<file path="config.mk">
export PLATFORM = sky130hd
export DESIGN_NAME = obfd_ctrl
export DESIGN_NICKNAME = d
export VERILOG_FILES = /design/src/rtl/obfd_pkg.sv /design/src/rtl/obfd_ctrl.sv
export SDC_FILE = /design/constraint.sdc
export NUM_CORES = 1
export LEC_CHECK = 0
export BUFFER_PORTS_ARGS = -buffer_cell sky130_fd_sc_hd__buf_2
export CAP_MARGIN = 20
export CORE_AREA = 2 2 39 41
export CTS_BUF_LIST = sky130_fd_sc_hd__clkbuf_2 sky130_fd_sc_hd__clkbuf_4 sky130_fd_sc_hd__clkbuf_8
export DETAILED_ROUTE_END_ITERATION = 7
export DIE_AREA = 0 0 41 43
export PLACE_DENSITY = 0.42
export SYNTH_ARGS = -nofsm -noshare
export SYNTH_HDL_FRONTEND = slang
export SYNTH_SLANG_ARGS = --single-unit
</file>
<file path="constraint.sdc">
create_clock -name clk -period 1.3 [get_ports clk]
set_clock_uncertainty 0.1 [all_clocks]
set_input_delay 0.065 -clock clk [delete_from_list [all_inputs] [get_ports clk]]
set_output_delay 0.065 -clock clk [all_outputs]
set_load 0.03 [all_outputs]
</file>
<file path="src/rtl/obfd_pkg.sv">
// shared types and constants for the optimal bid from win distribution block
// no dependencies; imported by the controller, datapath and top level
package obfd_pkg;

	localparam int MAX_BINS = 1024;
	localparam int IDX_W    = $clog2(MAX_BINS);
	localparam int CNT_W    = IDX_W + 1;
	localparam int PROB_W   = 16;
	localparam int VAL_W    = 24;
	localparam int MULT_W   = 16;
	localparam int FRAC_W   = 12;
	localparam int SUM_W    = 26;
	localparam int BID_W    = IDX_W + FRAC_W;
	localparam int PRF_W    = 39;
	localparam int BIN_W    = 10;
	localparam int SPLIT_W  = SUM_W / 2;
	localparam int PP_W     = VAL_W + SPLIT_W;
	localparam int BEST_W   = VAL_W + SUM_W;
	localparam int FPROD_W  = FRAC_W + SUM_W;
	localparam int DIFF_W   = VAL_W + 4 + 1;
	localparam int WPROD_W  = DIFF_W + SUM_W + 1;
	localparam int PRF_SHIFT = 20;

	localparam logic [MULT_W-1:0] MULT_RESET = MULT_W'(4096);
	localparam logic [SUM_W-1:0]  SUM_MAX    = {SUM_W{1'b1}};

	typedef enum logic [3:0] {
		S_IDLE,
		S_MUL_LO,
		S_MUL_HI,
		S_CMP,
		S_BID,
		S_RD0,
		S_RD1,
		S_INTERP,
		S_SUM,
		S_PROF,
		S_EMIT
	} obfd_state_t;

	typedef enum logic [1:0] {
		LK_ZERO,
		LK_SINGLE,
		LK_INTERP
	} obfd_lookup_t;

	typedef struct packed {
		logic load;
		logic mul_lo;
		logic mul_hi;
		logic cmp;
		logic bid;
		logic rd0;
		logic rd1;
		logic interp;
		logic sum;
		logic prof;
		logic emit;
	} obfd_cmd_t;

	typedef struct packed {
		logic last;
		logic out_free;
	} obfd_status_t;

endpackage

</file>
<file path="src/rtl/obfd_ctrl.sv">
// sequencer for the bid unit: walks each bin through the profit compare and,
// after the last bin, through bid scaling, table lookup and output; uses obfd_pkg
module obfd_ctrl
	import obfd_pkg::*;
(
	input  logic         clk,
	input  logic         arst_n,
	input  logic         in_valid,
	output logic         in_ready,
	input  obfd_status_t status,
	output obfd_cmd_t    cmd
);

	obfd_state_t state_q;
	obfd_state_t state_d;

	always_ff @(posedge clk or negedge arst_n) begin
		if (!arst_n) begin
			state_q <= S_IDLE;
		end else begin
			state_q <= state_d;
		end
	end

	always_comb begin
		state_d  = state_q;
		cmd      = '0;
		in_ready = 1'b0;
		unique case (state_q)
			S_IDLE: begin
				in_ready = 1'b1;
				if (in_valid) begin
					cmd.load = 1'b1;
					state_d  = S_MUL_LO;
				end
			end
			S_MUL_LO: begin
				cmd.mul_lo = 1'b1;
				state_d    = S_MUL_HI;
			end
			S_MUL_HI: begin
				cmd.mul_hi = 1'b1;
				state_d    = S_CMP;
			end
			S_CMP: begin
				cmd.cmp = 1'b1;
				state_d = status.last ? S_BID : S_IDLE;
			end
			S_BID: begin
				cmd.bid = 1'b1;
				state_d = S_RD0;
			end
			S_RD0: begin
				cmd.rd0 = 1'b1;
				state_d = S_RD1;
			end
			S_RD1: begin
				cmd.rd1 = 1'b1;
				state_d = S_INTERP;
			end
			S_INTERP: begin
				cmd.interp = 1'b1;
				state_d    = S_SUM;
			end
			S_SUM: begin
				cmd.sum = 1'b1;
				state_d = S_PROF;
			end
			S_PROF: begin
				cmd.prof = 1'b1;
				state_d  = S_EMIT;
			end
			S_EMIT: begin
				// hold here until the output register can take the result
				if (status.out_free) begin
					cmd.emit = 1'b1;
					state_d  = S_IDLE;
				end
			end
			default: begin
				state_d = S_IDLE;
			end
		endcase
	end

`ifndef SYNTHESIS
	a_cmd_onehot: assert property (@(posedge clk) disable iff (!arst_n)
		$onehot0(cmd))
		else $error("more than one datapath command in a cycle");

	a_emit_free: assert property (@(posedge clk) disable iff (!arst_n)
		cmd.emit |-> status.out_free)
		else $error("result loaded over a pending transaction");

	a_bin_return: assert property (@(posedge clk) disable iff (!arst_n)
		(cmd.cmp && !status.last) |=> in_ready)
		else $error("not ready for the next bin after a middle bin");
`endif

endmodule

</file>
After elaboration in Yosys (flattened, before gate mapping). Cells that the tools add are included.

Bits in registers: 4. Output and inout port bits: 12.

Equal/unequal tests: 12. Muxes and demuxes: 18. Reductions and logical operators: 2.

Operator list (count): $pmux W4 S11 (1); $eq A4 B3 Y1 const B (4); $mux W1 (14); $eq A4 B4 Y1 const B (3); $eq A4 B2 Y1 const B (2); $mux W4 (2); $eq A4 B1 Y1 const B (1); $logic_not A4 Y1 (1); $ne A2 B2 Y1 const B (2); $mux W3 (1); $reduce_and A2 Y1 (1).

Longest topological paths before layout. Gate-level depths: netlist of run 1.

Depth in word-level cells: 3. Depth in mapped cells: 3.

Worst setup path before layout of run 1. No wires, ideal clock.

Kind: register to output. Start point: register state_q[3]. End point: output cmd[10] (netlist bit). Arrival: 1559 ps. Required time: 1135 ps. Slack: -424 ps. Cell stages (with the launch flop): 4. Cell sequence: dfrtp_1 -> buf_2 -> nor4_2 -> and2_1.

RTL lines: from (decl) (line obfd_ctrl.sv:14) `obfd_state_t state_q;`; from (signal assigned) (line obfd_ctrl.sv:21) `state_q <= state_d;`; to (decl) (line obfd_ctrl.sv:11) `output obfd_cmd_t cmd`.

==> flow_summary_export.csv, run 1 <==
group,metric,value,unit
detailed_routing,first_iter_violations,5,
global_routing,grt_pass1_wl,1.54,mm
detailed_routing,top_layer_used,"met3",
placement,place_area,492,um^2
timing,finalMaxSlewViolations,0,
clock_tree,cts_num_sinks,4,
worst_setup_path,cp_max_fo,5,
timing,rsz0062_at_grt,"yes",
detailed_routing,drt_wl_total,941,um
logic_synthesis,synth_cell_types,17,
global_routing,overflow,0,
global_routing,grt_max_degree,7,
global_routing,grt_usage,0.131,
worst_setup_path,cp.required,1.13,ns
pwr,power,1930,uW
logic_synthesis,postSynthRegisterBits,4,
pwr,p_leak,0.000322,uW
cells_and_area,diodes,0,
cells_and_area,drive_above_1_share,0.791,
clock_tree,cts_tree,"yes",
placement,hpwl,637,um
detailed_routing,wl_met3,49,um
detailed_routing,ant_nets,0,
timing,slew-limit-headroom,0.853,
logic_synthesis,synth_simple_gate_area_frac,0.396,
placement,port_buffers,16,
clock_tree,cts_root_buf,"clkbuf_4",
logic_synthesis,synthesis.area,294,um^2
timing,setup_violations,12,
floorplanning,ioPinCount,17,
floorplanning,core,1380,um^2
global_routing,grt_pass1_vias,354,
hold_path,min_path_type,"input port to flop",
logic_synthesis,yosys.area_share.adder,0,
worst_setup_path,cp-end-kind,"output port",
cells_and_area,largest_register_ffs,4,
floorplanning,die_w,41,um
logic_synthesis,synth_compound_area_frac,0.183,
worst_setup_path,r2r_slack,0.06,ns
placement,gp_congestion,0.743,
timing,final_hold_viol_count,0,
cells_and_area,fillCellCount,127,
cells_and_area,layout_commonest_cell,"buf_4",
status,violations,"negative setup slack",
cells_and_area,final_area,699,um^2
clock_tree,clk_path_buf_depth,2,
timing,tightest_slew,0.219,ns
timing,period_share,1.10,
timing,fmax,702,MHz
logic_synthesis,synth_xor_area_frac,0,
worst_setup_path,worst-setup-path-type,"flop to output port",
floorplanning,rows,14,
worst_setup_path,critPathLaunchType,"flop",
clock_tree,cts_max_level,1,
logic_synthesis,ys_seq_area_frac,0.340,
status,status,"finished, violations left",
cells_and_area,largestRegisters,"state_q x4",
detailed_routing,wl_met1,377,um
logic_synthesis,synth_cells,37,
detailed_routing,dr.pass1.iters,4,
logic_synthesis,yosysWarningCount,0,
worst_setup_path,cp.arrival,1.26,ns
clock_tree,clk_pin_slew,0.04,ns
detailed_routing,drc_errors,0,
logic_synthesis,syn_nets,42,
flow_run,maxCapViolations,0,
logic_synthesis,synth_top_family_by_area,"simple AND/OR/NAND/NOR gates",
cells_and_area,final_net_count,74,
timing,fin_hold_ws,0.0134,ns
timing,period_minus_slack,1.42,ns
cells_and_area,final_cell_mix,"17 x buf_4, 7 x buf_6, 5 x buf_2, 4 x nor3_2",
timing,fin_ws,-0.124,ns
detailed_routing,dr_total_vias,376,
logic_synthesis,synth.area.mux_share,0,
floorplanning,initial_utilization,0.212,
clock_tree,cts_made_buffers,3,
floorplanning,die_h,43,um
floorplanning,die_area,1760,um^2
detailed_routing,routed_via_density,4.53,
detailed_routing,wl_met2,514,um
detailed_routing,drt-wirelength-per-cell,11.3,um
clock_tree,clk_latency,0.23,ns
placement,post-place-ws,0.0522,ns
global_routing,antenna_found_initial,0,
cells_and_area,syn2layout_area_growth,138,%
pwr,powerDensity,2760,nW/um^2
cells_and_area,max_flop_register,"state_q",
logic_synthesis,syn_avg_cell_area,7.95,um^2
pwr,peakVddDrop,1.32,mV
[final timing paths]
| check | cells past startpoint | end | startpoint |
|---|---|---|---|
| setup / recovery | 3 | cmd[10] | state_q[0] |
| hold / removal | 3 | state_q[2] | status[1] |
| setup reg to reg | 4 | state_q[2] | state_q[1] |
| hold reg to reg | 3 | state_q[0] | state_q[0] |
| max in group asynchronous | 2 | state_q[1] | arst_n |
| min in group asynchronous | 2 | state_q[2] | arst_n |
[power breakdown]
group	internal (uW)	switching, uW
Sequential	195	127
Combinational	713	746
Clock	103	46.9
[per-stage QoR]
step,std cells,util,TNS (ns)
after global routing,83,0.505,-1.36
after global placement,72,0.355,0
final,83,0.505,-0.596
after CTS,83,0.484,-0.686
after detailed placement,72,0.355,0
after floorplan,37,-,-0.518
[what timing repair did]
item | 4_1_cts | 5_1_grt
hold buffers | 1 | 0
buffers inserted | 7 | 0
setup endpoints to repair | 12 | 14
hold endpoints to repair | 4 | 0
pin swaps | 3 | 1
gates resized for setup | 29 | 6
[synth_stat cells, drive strengths merged]
cell    number  share of area
o21a         2          0.051
nor2         4          0.051
buf          4          0.068
nor3         7           0.12
o211a        1          0.034
o22ai        1          0.021
dfrtp        4           0.34
a21boi       1          0.026
a21bo        1          0.034
and2         1          0.021
inv          1          0.013
nand2b       4          0.085
a21oi        1          0.017
nand4b       1          0.030
nor4         2          0.064
nand2        2          0.026
[metal layers]
| metal | track usage | vias up |
|---|---|---|
| met5 | 0 | - |
| met4 | 0.0800 | 0 |
| met3 | 0.0314 | 0 |
| met2 | 0.194 | 11 |
| met1 | 0.164 | 175 |
| li1 | - | 190 |
[layout make-up]
type                       instances  area, um^2  share of cell area
sequential                         4         104               0.148
timing repair buffer              31         262               0.374
inverter                           1        3.75             0.00537
clock buffer                       3        22.5              0.0322
multi-input combinational         28         288               0.411
tap                               16        20.0              0.0286
[worst max-delay path, stage by stage, from the launching register on]
cell	delay, ns
dfrtp_2	0.44
nor4_4	0.29
and2_2	0.18
buf_6	0.12
[cells by family (layout without fill, tap and decap cells)]
logic type      count (synthesis)  count (layout)
compound gates                  7               7
flops                           4               4
buf+inv                         5              35
simple gates                   21              21
(Power assumes the default switching activity.)
==> run 2: changes to the inputs <==
--- a/config.mk
+++ b/config.mk
@@ -11,6 +11,7 @@
 export CTS_BUF_LIST = sky130_fd_sc_hd__clkbuf_2 sky130_fd_sc_hd__clkbuf_4 sky130_fd_sc_hd__clkbuf_8
 export DETAILED_ROUTE_END_ITERATION = 7
 export DIE_AREA = 0 0 41 43
+export GPL_TIMING_DRIVEN = 0
 export PLACE_DENSITY = 0.42
 export SYNTH_ARGS = -nofsm -noshare
 export SYNTH_HDL_FRONTEND = slang
==> run 2 against run 1 <==
The run still ends with negative setup slack left. Non-clock buffer count is 8 higher. Cell count is 9.6% higher. Critical path depth is 1 higher. Largest cell class is now buffers. Register-to-register slack hardly changed. Clock power is 3% higher. Critical path type unchanged. Setup slack worse by 0.0040 ns. Utilization is 8.4 points higher. Cell area is 17% higher. Largest power group unchanged.
==> flow_summary_export.csv, run 2 (synthesis results as in run 1) <==
group,metric,value,unit
detailed_routing,dr_total_vias,412,
timing,setup_violations,12,
timing,setup_tns,-0.989,ns
hold_path,min_path_type,"input port to flop",
detailed_routing,routed_via_density,4.53,
worst_setup_path,cp-end-kind,"output port",
clock_tree,cts_max_level,1,
detailed_routing,first_iter_violations,1,
clock_tree,clk_latency,0.24,ns
pwr,p_leak,0.000382,uW
worst_setup_path,cp_max_fo,7,
worst_setup_path,cp.arrival,1.26,ns
cells_and_area,layout_commonest_cell,"buf_4",
cells_and_area,instances_no_fill,91,
worst_setup_path,critPathLaunchType,"flop",
pwr,powerDensity,2790,nW/um^2
placement,gp_congestion,0.697,
placement,port_buffers,16,
timing,rsz0062_at_grt,"yes",
worst_setup_path,cp_slowest_stage_delay,0.37,ns
clock_tree,cts_made_buffers,3,
global_routing,antenna_found_initial,0,
timing,slew-limit-headroom,0.858,
worst_setup_path,worst-setup-path-type,"flop to output port",
detailed_routing,drt_wl_total,1.08,mm
clock_tree,cts_num_sinks,4,
cells_and_area,final_cell_mix,"17 x buf_4, 14 x buf_6, 5 x buf_2, 4 x nand2b_4, 4 x nor3_2",
global_routing,grt_usage,0.133,
cells_and_area,max_flop_register,"state_q",
floorplanning,rows,14,
cells_and_area,final_net_count,82,
timing,fin_ws,-0.128,ns
detailed_routing,ant_nets,0,
placement,placed_cells_incl_taps,69,
clock_tree,clk_pin_slew,0.03,ns
floorplanning,core,1380,um^2
cells_and_area,drive_above_1_share,0.813,
cells_and_area,fillCellCount,116,
timing,fin_hold_ws,0.0100,ns
global_routing,grt_pass1_wl,1.52,mm
timing,fmax,700,MHz
timing,tightest_slew,0.212,ns
floorplanning,die_area,1760,um^2
worst_setup_path,crit_path_frequent_cell,"buf_6",
pwr,power,2280,uW
detailed_routing,drc_errors,0,
timing,finalMaxSlewViolations,0,
clock_tree,cts_root_buf,"clkbuf_4",
global_routing,grt_pass1_vias,361,
cells_and_area,largest_register_ffs,4,
timing,final_hold_viol_count,0,
clock_tree,cts_tree,"yes",
global_routing,grt_max_degree,9,
worst_setup_path,crit_chain,"buf_6 -> nor4_4 -> and2_4 -> buf_6",
status,violations,"negative setup slack",
cells_and_area,largestRegisters,"state_q x4",
cells_and_area,syn2layout_area_growth,177,%
global_routing,overflow,0,
timing,period_share,1.10,
cells_and_area,final_area,816,um^2
floorplanning,ioPinCount,17,
cells_and_area,diodes,0,
floorplanning,die_h,43,um
pwr,peakVddDrop,1.21,mV
timing,period_minus_slack,1.43,ns
detailed_routing,drt-wirelength-per-cell,11.8,um
floorplanning,die_w,41,um
flow_run,maxCapViolations,0,
status,status,"finished, violations left",
clock_tree,clk_path_buf_depth,2,
worst_setup_path,crit_path_top_delay_cell,"dfrtp_1",
detailed_routing,dr.pass1.iters,2,
placement,place_area,447,um^2
floorplanning,initial_utilization,0.212,
worst_setup_path,cp.required,1.13,ns
run 2: changes by cell type in the layout (fill, tap and decap cells not counted), moves of 2 or more:
| cell | before | now |
|---|---|---|
| nor2_1 | 2 | 0 |
| dfrtp_1 | 1 | 3 |
| buf_6 | 7 | 14 |
| dfrtp_2 | 3 | 1 |
run 2: path summary, 6_finish.rpt:
kind                                    to  cells past startpoint        from  slack [ns]
worst max-delay path               cmd[10]                      4  state_q[2]       -0.13
worst min-delay path            state_q[2]                      3   status[1]        0.01
worst max register to register  state_q[2]                      4  state_q[1]        0.05
worst min register to register  state_q[3]                      2  state_q[3]        0.60
max in group asynchronous       state_q[1]                      2      arst_n        0.91
min in group asynchronous       state_q[0]                      2      arst_n        0.06
run 2: power by group:
part / total (uW) / switching (uW) / internal, uW
clock network: 154 / 50.5 / 103
logic: 1870 / 906 / 967
registers: 250 / 61.2 / 189
run 2: repair_timing:
action	4_1_cts	5_1_grt
hold buffers	1	0
cloned	0	0
setup endpoints to repair	13	13
gates resized for setup	35	15
pin swaps	6	5
setup buffers	13	5
endpoints found under the hold margin	4	0
run 2: stage by stage:
step,util,setup slack (ns)
after floorplan,-,-0.173
after global placement,0.323,-0.0905
after detailed placement,0.323,-0.0882
after CTS,0.506,-0.132
after global routing,0.590,-0.198
final,0.590,-0.128
run 2: worst max-delay path, delay by kind of cell, from the launching register on:
family        cells  cell delay [ns]
flops             1             0.37
simple gates      2             0.40
buf+inv           2             0.26
run 2: area by class of cell:
type / instances / area (um^2) / area share
timing repair buffer: 35 / 315 / 0.387
sequential: 4 / 101 / 0.124
tap: 16 / 20.0 / 0.0245
clock buffer: 3 / 22.5 / 0.0276
inverter: 1 / 3.75 / 0.00460
buffer: 4 / 45.0 / 0.0552
multi-input combinational: 28 / 308 / 0.377
run 2: per-layer routing:
| layer | vias up | track usage | routed length, um |
|---|---|---|---|
| li1 | 205 | - | - |
| met1 | 196 | 0.168 | 483 |
| met2 | 11 | 0.197 | 545 |
| met3 | 0 | 0.0628 | 49 |
| met4 | 0 | 0.0400 | 0 |
| met5 | - | 0 | 0 |
